### src/hw/rtl/imps_pkg.sv
`timescale 1ns / 1ps
package imps_pkg;
    localparam int QUEUE_DEPTH = 8;
    localparam int QW = $clog2(QUEUE_DEPTH + 1);
    localparam int QI = (QUEUE_DEPTH > 1) ? $clog2(QUEUE_DEPTH) : 1;

    typedef enum logic [2:0] {
        ACT_NONE  = 3'd0,
        ACT_START = 3'd1,
        ACT_ADDR  = 3'd2,
        ACT_SEND  = 3'd3,
        ACT_RECV  = 3'd4,
        ACT_STOP  = 3'd5,
        ACT_RESET = 3'd6
    } action_t;

    typedef struct packed {
        logic [7:0] tag;
        logic [7:0] addr;
        logic [7:0] len;
        logic [7:0] urg;
    } entry_t;

    typedef struct packed {
        logic       mode;
        entry_t     cmd;
        logic [4:0] status;
        logic [7:0] rx;
    } item_t;

    typedef struct packed {
        action_t    action;
        logic [7:0] address_byte;
        logic [7:0] buffer_index;
        logic [7:0] active_tag;
        logic       store_enable;
        logic [7:0] store_byte;
        logic       done_res;
        logic [7:0] done_tag;
        logic       rejected;
    } result_t;

    typedef enum logic [1:0] {
        ST_IDLE,
        ST_SCAN,
        ST_SHIFT,
        ST_OUT
    } state_t;
endpackage

### src/hw/rtl/imps_front.sv
`timescale 1ns / 1ps
// two-entry item queue between the port and the sequencer
module imps_front (
    input  logic            clk,
    input  logic            rst_n,
    input  logic            push,
    output logic            full,
    input  imps_pkg::item_t in_item,
    output logic            q_valid,
    input  logic            q_take,
    output imps_pkg::item_t q_item
);
    import imps_pkg::*;

    item_t      slot_reg [2];
    logic [1:0] cnt_reg, cnt_next;
    logic       rd_reg, rd_next;
    logic       wr_ptr;
    logic       do_push;

    assign full    = (cnt_reg == 2'd2);
    assign q_valid = (cnt_reg != 2'd0);
    assign q_item  = slot_reg[rd_reg];
    assign do_push = push && !full;
    assign wr_ptr  = rd_reg ^ cnt_reg[0];

    always_comb
    begin
        cnt_next = cnt_reg + {1'b0, do_push} - {1'b0, q_take};
        rd_next  = rd_reg ^ q_take;
    end

    always_ff @(posedge clk or negedge rst_n)
    begin
        if (!rst_n)
        begin
            cnt_reg <= 2'd0;
            rd_reg  <= 1'b0;
        end
        else
        begin
            cnt_reg <= cnt_next;
            rd_reg  <= rd_next;
        end
    end

    always_ff @(posedge clk)
    begin
        if (do_push)
            slot_reg[wr_ptr] <= in_item;
    end
endmodule

### src/hw/rtl/imps_back.sv
`timescale 1ns / 1ps
module imps_back (
    input  logic              clk,
    input  logic              rst_n,
    input  logic              q_valid,
    output logic              q_take,
    input  imps_pkg::item_t   q_item,
    output logic              res_valid,
    input  logic              res_take,
    output imps_pkg::result_t res
);
    import imps_pkg::*;

    state_t        state_reg, state_next;
    entry_t        queue_reg [QUEUE_DEPTH];
    logic [QW-1:0] count_reg, count_next;
    logic [QW-1:0] pos_reg, pos_next;
    logic [QW-1:0] sh_reg, sh_next;
    logic          busy_reg, busy_next;
    entry_t        cur_reg, cur_next;
    logic [7:0]    idx_reg, idx_next;
    item_t         it_reg;
    result_t       res_reg, res_next;
    logic          sh_en, ins_en, ld_it;
    result_t       ev;
    logic          ev_pop;

    assign res_valid = (state_reg == ST_OUT);
    assign res       = res_reg;

    // event decode, done in one step from current command state
    always_comb
    begin
        ev       = '0;
        ev_pop   = 1'b0;
        busy_next = busy_reg;
        cur_next = cur_reg;
        idx_next = idx_reg;
        if (it_reg.mode && busy_reg)
        begin
            unique case (it_reg.status)
                5'h01, 5'h02:
                begin
                    ev.action       = ACT_ADDR;
                    ev.address_byte = cur_reg.addr;
                end
                5'h03, 5'h04, 5'h05, 5'h06:
                begin
                    if (idx_reg < cur_reg.len)
                    begin
                        ev.action       = ACT_SEND;
                        ev.buffer_index = idx_reg;
                        idx_next        = idx_reg + 8'd1;
                    end
                    else
                        ev_pop = 1'b1;
                end
                5'h08: ev.action = ACT_RECV;
                5'h09: ev.action = ACT_START;
                5'h0a, 5'h0b:
                begin
                    if (idx_reg < cur_reg.len)
                    begin
                        ev.store_enable = 1'b1;
                        ev.store_byte   = it_reg.rx;
                        ev.buffer_index = idx_reg;
                        idx_next        = idx_reg + 8'd1;
                    end
                    if (idx_next < cur_reg.len)
                        ev.action = ACT_RECV;
                    else
                        ev_pop = 1'b1;
                end
                default:
                begin
                    ev.action = ACT_RESET;
                    idx_next  = 8'd0;
                end
            endcase
        end
        if (ev_pop)
        begin
            ev.done_res = 1'b1;
            ev.done_tag = cur_reg.tag;
            idx_next    = 8'd0;
            if (count_reg != '0)
            begin
                ev.action = ACT_START;
                cur_next  = queue_reg[0];
            end
            else
            begin
                ev.action = ACT_STOP;
                busy_next = 1'b0;
            end
        end
        if (!it_reg.mode && !busy_reg)
        begin
            busy_next = 1'b1;
            cur_next  = it_reg.cmd;
            idx_next  = 8'd0;
        end
    end

    // next state
    always_comb
    begin
        state_next = state_reg;
        unique case (state_reg)
            ST_IDLE: if (q_valid) state_next = ST_SCAN;
            ST_SCAN:
            begin
                if (it_reg.mode && busy_reg && ev_pop && count_reg != '0)
                    state_next = ST_SHIFT;
                else if (!it_reg.mode && busy_reg && count_reg < QW'(QUEUE_DEPTH))
                begin
                    if (pos_reg < count_reg && queue_reg[pos_reg[QI-1:0]].urg >= it_reg.cmd.urg)
                        state_next = ST_SCAN;
                    else
                        state_next = ST_SHIFT;
                end
                else
                    state_next = ST_OUT;
            end
            ST_SHIFT:
            begin
                if (it_reg.mode)
                begin
                    if (sh_reg + QW'(1) >= count_reg)
                        state_next = ST_OUT;
                end
                else if (sh_reg <= pos_reg)
                    state_next = ST_OUT;
            end
            ST_OUT: if (res_take) state_next = ST_IDLE;
            default: state_next = ST_IDLE;
        endcase
    end

    // outputs and datapath controls
    always_comb
    begin
        q_take     = 1'b0;
        ld_it      = 1'b0;
        pos_next   = pos_reg;
        sh_next    = sh_reg;
        count_next = count_reg;
        res_next   = res_reg;
        sh_en      = 1'b0;
        ins_en     = 1'b0;
        unique case (state_reg)
            ST_IDLE:
            begin
                q_take   = q_valid;
                ld_it    = q_valid;
                pos_next = '0;
            end
            ST_SCAN:
            begin
                res_next = '0;
                if (it_reg.mode)
                begin
                    if (busy_reg)
                        res_next = ev;
                    sh_next = QW'(1);
                end
                else if (!busy_reg)
                    res_next.action = ACT_START;
                else if (count_reg >= QW'(QUEUE_DEPTH))
                    res_next.rejected = 1'b1;
                else
                begin
                    pos_next = pos_reg + QW'(1);
                    sh_next  = count_reg;
                end
                res_next.active_tag = busy_next ? cur_next.tag : 8'd0;
            end
            ST_SHIFT:
            begin
                if (it_reg.mode)
                begin
                    if (sh_reg < count_reg)
                        sh_en = 1'b1;
                    sh_next = sh_reg + QW'(1);
                    if (sh_reg + QW'(1) >= count_reg)
                        count_next = count_reg - QW'(1);
                end
                else if (sh_reg > pos_reg)
                begin
                    sh_en   = 1'b1;
                    sh_next = sh_reg - QW'(1);
                end
                else
                begin
                    ins_en     = 1'b1;
                    count_next = count_reg + QW'(1);
                end
            end
            ST_OUT: ;
            default: ;
        endcase
    end

    always_ff @(posedge clk or negedge rst_n)
    begin
        if (!rst_n)
        begin
            state_reg <= ST_IDLE;
            count_reg <= '0;
            busy_reg  <= 1'b0;
            cur_reg   <= '0;
            idx_reg   <= 8'd0;
            pos_reg   <= '0;
            sh_reg    <= '0;
        end
        else
        begin
            state_reg <= state_next;
            count_reg <= count_next;
            sh_reg    <= sh_next;
            // the scan stops at the insertion point
            if (state_reg == ST_SCAN && state_next == ST_SHIFT && !it_reg.mode)
                pos_reg <= pos_reg;
            else
                pos_reg <= pos_next;
            if (state_reg == ST_SCAN)
            begin
                busy_reg <= busy_next;
                cur_reg  <= cur_next;
                idx_reg  <= idx_next;
            end
        end
    end

    always_ff @(posedge clk)
    begin
        if (ld_it)
            it_reg <= q_item;
        res_reg <= res_next;
        if (sh_en)
        begin
            if (it_reg.mode)
                queue_reg[sh_reg[QI-1:0] - QI'(1)] <= queue_reg[sh_reg[QI-1:0]];
            else
                queue_reg[sh_reg[QI-1:0]] <= queue_reg[sh_reg[QI-1:0] - QI'(1)];
        end
        if (ins_en)
            queue_reg[pos_reg[QI-1:0]] <= it_reg.cmd;
    end
endmodule

### src/hw/rtl/i2c_master_priority_sequencer.sv
`timescale 1ns / 1ps
// I2C master command sequencer. Items enter a two-deep input queue; the back end
// takes one item at a time and passes it through an idle, a decode and an output state.
// A queued plan also scans the command queue for its insertion point and moves the
// entries behind it in a shift state, and a finish that pops the command queue moves
// the remaining entries up. Results wait in an output register until popped.
// Received bytes go out on store_byte.
module i2c_master_priority_sequencer (
    input  logic       clk,
    input  logic       rst_n,
    input  logic       push,
    output logic       full,
    input  logic       mode,
    input  logic [7:0] command_tag,
    input  logic [7:0] address_rw,
    input  logic [7:0] byte_count,
    input  logic [7:0] urgency,
    input  logic [7:0] bus_status,
    input  logic [7:0] received_byte,
    output logic       empty,
    input  logic       pop,
    output logic [2:0] action,
    output logic [7:0] address_byte,
    output logic [7:0] buffer_index,
    output logic [7:0] active_tag,
    output logic       store_enable,
    output logic [7:0] store_byte,
    output logic       done_res,
    output logic [7:0] done_tag,
    output logic       rejected
);
    import imps_pkg::*;

    item_t   in_item, q_item;
    logic    q_valid, q_take, res_valid;
    result_t res;

    assign in_item = '{mode: mode,
                       cmd: '{tag: command_tag, addr: address_rw,
                              len: byte_count, urg: urgency},
                       status: bus_status[7:3], rx: received_byte};

    imps_front u_front (
        .clk, .rst_n, .push, .full, .in_item,
        .q_valid, .q_take, .q_item
    );

    imps_back u_back (
        .clk, .rst_n, .q_valid, .q_take, .q_item,
        .res_valid, .res_take(pop), .res
    );

    assign empty        = !res_valid;
    assign action       = res.action;
    assign address_byte = res.address_byte;
    assign buffer_index = res.buffer_index;
    assign active_tag   = res.active_tag;
    assign store_enable = res.store_enable;
    assign store_byte   = res.store_byte;
    assign done_res     = res.done_res;
    assign done_tag     = res.done_tag;
    assign rejected     = res.rejected;

    a_store_no_done_reject: assert property (@(posedge clk) disable iff (!rst_n)
        !empty |-> !(rejected && (store_enable || done_res)))
        else $error("reject with event fields");
    a_out_held: assert property (@(posedge clk) disable iff (!rst_n)
        (!empty && !pop) |=> !empty)
        else $error("result dropped");
    a_done_action: assert property (@(posedge clk) disable iff (!rst_n)
        (!empty && done_res) |-> (action == ACT_START || action == ACT_STOP))
        else $error("done without start or stop");
endmodule
### config.mk
export PLATFORM = sky130hd
export DESIGN_NAME = i2c_master_priority_sequencer
export DESIGN_NICKNAME = d
export VERILOG_FILES = /design/src/hw/rtl/imps_pkg.sv /design/src/hw/rtl/imps_front.sv /design/src/hw/rtl/imps_back.sv /design/src/hw/rtl/i2c_master_priority_sequencer.sv
export SDC_FILE = /design/constraint.sdc
export NUM_CORES = 1
export LEC_CHECK = 0
export BUFFER_PORTS_ARGS = -buffer_cell sky130_fd_sc_hd__buf_2
export CAP_MARGIN = 10
export CELL_PAD_IN_SITES_DETAIL_PLACEMENT = 1
export CELL_PAD_IN_SITES_GLOBAL_PLACEMENT = 2
export CORE_ASPECT_RATIO = 0.7
export CORE_MARGIN = 2
export CORE_UTILIZATION = 50
export CTS_CLUSTER_DIAMETER = 60
export DETAILED_ROUTE_END_ITERATION = 10
export PLACE_DENSITY = 0.82
export SLEW_MARGIN = 10
export SYNTH_ARGS = -nofsm -noshare
export SYNTH_HDL_FRONTEND = slang
export SYNTH_SLANG_ARGS = --single-unit
export TNS_END_PERCENT = 10
### constraint.sdc
create_clock -name clk -period 13.2 [get_ports clk]
set_clock_uncertainty 0.2 [all_clocks]
set_input_delay 1.32 -clock clk [delete_from_list [all_inputs] [get_ports clk]]
set_output_delay 1.32 -clock clk [all_outputs]
set_load 0.01 [all_outputs]
# After elaboration in Yosys (flattened, before gate mapping)

Memory sizes are Yosys's and may differ from the RTL's. A register that Yosys moved wholly into a read port is not among the register bits.
Index checks and enable logic that the tools add are counted.

$add $sub $neg: 9
$lt $le $gt $ge: 10
Equality and inequality tests: 24
Muxes and demuxes: 82
Bitwise gates (word level): 3
Reductions and logical operators: 40

Operators with widths:

| kind                  | number |
|---|---|
| $mux W32              | 5 |
| $mux W8               | 9 |
| $reduce_or A32 Y1     | 2 |
| $mux W46              | 1 |
| $mux W4               | 11 |
| $mux W9               | 4 |
| $mux W1               | 30 |
| $pmux W8 S3           | 1 |
| $eq A5 B4 Y1 const B  | 4 |
| $mux W19              | 1 |
| $mux W2               | 9 |
| $mux W3               | 6 |
| $lt A8 B8 Y1          | 2 |
| $pmux W4 S2           | 2 |
| $eq A5 B3 Y1 const B  | 3 |
| $pmux W3 S5           | 1 |
| $reduce_and A5 Y1     | 3 |
| $add A4 B1 Y4 const B | 3 |
| $reduce_and A3 Y1     | 4 |
| $reduce_and A4 Y1     | 3 |
| $eq A5 B2 Y1 const B  | 2 |
| $logic_and A1 B1 Y1   | 10 |
| $reduce_bool A2 Y1    | 5 |
| $ne A3 B1 Y1 const B  | 3 |
| other kinds (30)      | 44 |

Bits in registers: 96
Memory bits (writable): 348
Input port bits: 53
Output and inout port bits: 48
Logic and storage cells: 190
Memories kept: 2

Memory list:

| name             | depth | width | rd ports | clocked after memory_dff | wr ports | RTL line         | RTL |
|---|---|---|---|---|---|---|---|
| u_back.queue_reg | 8     | 32    | 4        | 0                        | 1        | imps_back.sv:15  | `entry_t queue_reg [QUEUE_DEPTH];` |
| u_front.slot_reg | 2     | 46    | 1        | 1                        | 1        | imps_front.sv:15 | `item_t slot_reg [2];` |

# Logic depth before layout (Yosys ltp)

Depth after elaboration: 17
Depth in mapped cells: 21
Mapped depth without buffers: 18

# Cells and area by module

A second synthesis with hierarchy kept.

Cells, all modules: 1429
Area total of the unflattened synthesis: 23110.9 µm²

Modules (own cells, without submodules):

| module                        | times used | cells each | area an instance (µm²) | seq. area each (µm²) |
|---|---|---|---|---|
| imps_back                     | 1          | 1266       | 19590.0                | 11626.2 |
| imps_front                    | 1          | 162        | 3517.1                 | 2837.7 |
| i2c_master_priority_sequencer | 1          | 1          | 3.8                    | 0.0 |

# Least setup slack after synthesis

No wires, ideal clock.

Path type: reg2reg
From: reg u_back.sh_reg[0]
To: mem u_back.queue_reg[1][0] (netlist name) (enable)
Setup time: 0.461 ns
Data arrival time: 4.977 ns
Required time: 12.539 ns
Path slack: 7.562 ns
Stages on the path, launching flop included: 13
Buffers on the path: 3
Period minus slack after synthesis: 5.638 ns
Cells stage by stage: dfrtp_1 -> clkbuf_1 -> clkbuf_1 -> buf_2 -> inv_1 -> ha_1 -> nand4_1 -> o21ai_1 -> nand2_1 -> and3_1 -> or2_2 -> or2_2 -> nor3_1

Cells in the longest elaborated chain, start to end: 9
Elaborated cells on any way between the ends: 22
Those cells by class: add/sub (1); order compare (2); mux (17); reduce/logical (2)

Ends and longest elaborated chain:

| element                                                          | RTL line                           | RTL |
|---|---|---|
| from (decl)                                                      | imps_back.sv:18                    | `logic [QW-1:0] sh_reg, sh_next;` |
| from (signal assigned)                                           | imps_back.sv:220                   | `sh_reg <= sh_next;` |
| $gt A4 B4 Y1 / $lt A4 B4 Y1 (equally long branches)              | imps_back.sv:188, imps_back.sv:182 |  |
| $mux W1, on equally long branches                                | imps_back.sv:188, imps_back.sv:182 |  |
| $mux W1                                                          | imps_back.sv:180                   | `if (it_reg.mode)` |
| $mux W1                                                          | imps_back.sv:151                   | `unique case (state_reg)` |
| $mux W1                                                          | imps_back.sv:240                   | `if (sh_en)` |
| $mux W1 (implied by the code)                                    | imps_back.sv:245                   | `queue_reg[sh_reg[QI-1:0]] <= queue_reg[sh_reg[QI-1:0] - QI'(1)];` |
| $reduce_or A32 Y1 (no line)                                      | n/a                                |  |
| $mux W3 (no line) / $mux W1 (equally long branches) (2 in a row) | n/a                                |  |
| to (decl)                                                        | imps_back.sv:15                    |  |

Parallel ways exist; a longest one is shown, timed or not.

# Final worst setup path

From: reg u_back.idx_reg[7]
To: reg u_back.cur_reg[28] (netlist name)

Cells in the longest elaborated chain, start to end: 10
Elaborated cells on any way between the ends: 12
Those cells by class: add/sub (1); order compare (2); mux (9)

Ends and longest elaborated chain:

| element                                              | RTL line                                          | RTL |
|---|---|---|
| from (decl)                                          | imps_back.sv:21                                   | `logic [7:0] idx_reg, idx_next;` |
| from (signal assigned)                               | imps_back.sv:230                                  | `idx_reg <= idx_next;` |
| $add A8 B1 Y8 / $lt A8 B8 Y1 (equally long branches) | imps_back.sv:67, imps_back.sv:49, imps_back.sv:62 |  |
| $mux W8                                              | imps_back.sv:62                                   | `if (idx_reg < cur_reg.len)` |
| $mux W8                                              | imps_back.sv:41                                   | `unique case (it_reg.status)` |
| $mux W8                                              | imps_back.sv:39                                   | `if (it_reg.mode && busy_reg)` |
| $lt A8 B8 Y1                                         | imps_back.sv:69                                   | `if (idx_next < cur_reg.len)` |
| $mux W1                                              | imps_back.sv:69                                   |  |
| $pmux W1 S2 (*)                                      | imps_back.sv:41                                   |  |
| $mux W1 (*)                                          | imps_back.sv:39                                   |  |
| $mux W32 (*)                                         | imps_back.sv:81                                   | `if (ev_pop)` |
| $mux W32 (*)                                         | imps_back.sv:97                                   | `if (!it_reg.mode && !busy_reg)` |
| to (signal assigned)                                 | imps_back.sv:229                                  | `cur_reg <= cur_next;` |
| to (decl)                                            | imps_back.sv:20                                   | `entry_t cur_reg, cur_next;` |

Mark *: on every way between the ends. The rest lies on a longest branch, timed or not. The select of a mux whose other input is x is not followed.
A chain may end at the register's enable or synchronous reset.

==> key figures <==
Run status
  – Outcome: finished, final reports clean

Yosys
  – Sequential-to-total area share from yosys stat: 0.621
  – Main synth FF type: edfxtp_1
  – Number of flops mapped to enable cells by yosys: 440
  – Asr flop ratio synth: 0.102
  – Avg Cell Area, Syn: 15.9 um2
  – Post-synth top area cell: edfxtp_1
  – Unique masters post-synth: 69
  – Yosys top cell area share: 0.567
  – Syn nets: 1577
  – Mux share of post-synthesis cell area: 0.191
  – Synth Area in Adders: 0.0309
  – Synth Area in Compound Gates: 0.0695
  – Post-Synth XOR/XNOR Area: 0.00714
  – Synthesized area: 23300 um2
  – Synth Warn #: 0
  – Synth Instances: 1467
  – Top cells by area, synth: edfxtp_1 (57%), mux4_2 (14%), dfrtp_1 (5.4%), ha_1 (3.0%), mux2i_1 (3.0%)
  – Simple-gate share of the synthesized area: 0.0567
  – #FFs+latches synth: 490
  – Largest family of logic cells by synthesized area: multiplexers

Clock network
  – Clk_lat worst skew: 0.59 ns
  – Num CTS Buffers: 48
  – H-tree depth: 2
  – Setup Buffers After CTS: 0
  – CTS tree: built
  – CTS Root Cell: clkbuf_16
  – CTS max path bufs: 3
  – Clock sinks: 490
  – # hold bufs at CTS: 0
  – CTS resizes: 0
  – Clock-pin slew on the worst setup and hold paths: 0.06 ns

Floorplan
  – Number of core rows: 66
  – Initial Util: 0.504
  – Die height: 185 um
  – Total Die Area: 48400 um2
  – Core Area: 46200 um2
  – Die X: 262 um
  – Boundary Pins: 101

Worst setup path
  – Worst path bufs/invs: 2
  – CP top delay family: compound AO/OA/AOI/OAI gates
  – Worst reg2reg path depth: 17
  – Crit path largest cell delay: 0.81 ns
  – Worst EP required: 13.42 ns
  – Critical path, cell by cell: ha_1 > and3_1 > nand3_1 > o21ai_1 > inv_1 > nand4_1 > nor2_1 > xnor2_1 > inv_1 > ha_1 > nand4_1 > a221oi_1 > a21bo_2 > o21ai_4 > nand2_2 > a21oi_4 > o21ai_0
  – Worst setup startpoint: u_back.idx_reg[7]
  – Arr. time, crit path: 6.37 ns
  – Worst Setup Path Type: register to register
  – FF-to-FF Start: u_back.idx_reg[7]
  – Crit path max fanout: 24
  – Crit start category: register
  – Critical-path top delay cell: a21oi_4
  – Levels on crit path: 17
  – CP Capture Type: register

Detailed routing
  – Vias/cell: 6.33
  – DRT iter0 DRCs: 1433
  – Via count: 14000
  – WL per Instance: 27.1 um
  – Antenna-violating nets left: 0
  – Routed wire length: 59800 um
  – DR pass1 iterations: 5
  – # DRC: 0

Job
  – Max-cap violations: 0

GRT
  – Remaining global-route overflow: 0
  – Antenna violations before repair: 0
  – First-pass GRT wire length: 91400 um
  – Overall Global Routing Usage: 0.253
  – Largest net degree at the start of global routing: 73
  – Number of global-route vias before repair: 14700

Power
  – Pwr/cell area: 266 nW/um2
  – Leakage: 9.27 nW
  – Maximum VDD drop: 0.000205 V

STA
  – Fmax: 163 MHz
  – Post-route clock period utilization: 0.466
  – Unrepaired setup endpoints after global routing: no
  – Final hold vios: 0
  – Worst-Margin Slew: 1.20 ns
  – Setup slack after layout: 7.05 ns
  – Relative slew slack: 0.190
  – Final Slew Violations: 0
  – Final setup viols: 0
  – Min Tclk post-route: 6.15 ns
  – Hold slack: 0.322 ns
  – Setup tns final: 0 ns

Finish
  – Total Nets Final: 1668
  – Layout cell share with drive strength beyond 1: 0.264
  – Commonest non-fill, non-tap cell in the layout: edfxtp_1
  – Max FFs per register: 256
  – Most frequent cells in the layout: edfxtp_1 (440), mux4_2 (144), buf_2 (97)
  – Post-layout util: 0.564
  – Area grow syn2layout: 11.8%
  – Fin area: 26100 um2

Hold path
  – Hold Crit Start: u_back.it_reg[4]
  – HP Class: register to register
  – Hold Path Depth: 1

Place
  – Post-DP HPWL: 35700 um
  – Pre-CTS WS: 7.17 ns
  – Placed Area: 24500 um2
  – GPL Wtd Cong: 0.819
  – IO buf count: 97
cells by family (layout without fill, tap and decap cells):
| logic type | Yosys count | after routing |
|---|---|---|
| flip-flops | 490 | 490 |
| buffers and inverters | 136 | 265 |
| adder cells (fa/ha/maj) | 57 | 57 |
| other | 0 | 1 |
| AND/OR/NAND/NOR | 277 | 277 |
| XOR/XNOR | 19 | 19 |
| multiplexers | 259 | 259 |
| AO/OA/AOI/OAI | 229 | 229 |
layer usage:
layer,track usage,part of all wire,vias to the layer above
li1,-,-,6019
met1,0.365,0.45,7457
met2,0.414,0.48,432
met3,0.0344,0.051,77
met4,0.0538,0.016,0
met5,0,0,-
cell usage after synthesis (all sizes together), types with 11 or more instances:
cell / number
a211oi: 33
a21o: 11
a21oi: 52
and2: 44
buf: 35
clkbuf: 49
dfrtp: 50
edfxtp: 440
ha: 56
inv: 51
mux2: 46
mux2i: 69
mux4: 144
nand2: 78
nand2b: 14
nand3: 11
nor2: 83
o21ai: 40
o31ai: 15
xnor2: 12
power by group:
group	switching [mW]	leakage, nW	internal, mW
clock network	0.593	0.745	0.750
registers	0.247	4.66	2.43
logic	1.77	3.86	1.15
metrics by stage:
stage / total power [mW] / instances
2_1_floorplan: 4.69 / 1467
3_3_place_gp: 5.50 / 2120
3_5_place_dp: 5.63 / 2120
4_1_cts: 7.00 / 2208
5_1_grt: 7.35 / 2208
6_report: 6.94 / 2209
worst reg2reg max path, cell delays in order, from the launching register on:
cell,delay (ns)
dfrtp_1,0.44
ha_1,0.34
and3_1,0.21
nand3_1,0.11
o21ai_1,0.76
inv_1,0.35
nand4_1,0.31
nor2_1,0.10
xnor2_1,0.19
inv_1,0.07
ha_1,0.29
nand4_1,0.11
a221oi_1,0.21
a21bo_2,0.30
o21ai_4,0.36
nand2_2,0.59
a21oi_4,0.83
o21ai_0,0.23
cell type report:
type	instances	area [um2]
fillers	4284	20200
flip-flops and latches	490	14500
multi-input cells	841	8410
clock buffers	66	1340
well taps	612	766
repair buffers	125	696
inverters	52	195
clock inverters	22	183
diodes	1	2.50
path summary, 6_finish.rpt:
check / to / slack, ns
max: u_back.cur_reg[28] / 7.05
min: u_back.res[14] / 0.32
max reg2reg: u_back.cur_reg[28] / 7.05
min reg2reg: u_back.res[14] / 0.32
max in group asynchronous: u_back.sh_reg[0] / 11.51
min in group asynchronous: u_back.cur_reg[28] / 0.69
Power figures use the tool's default switching activity.
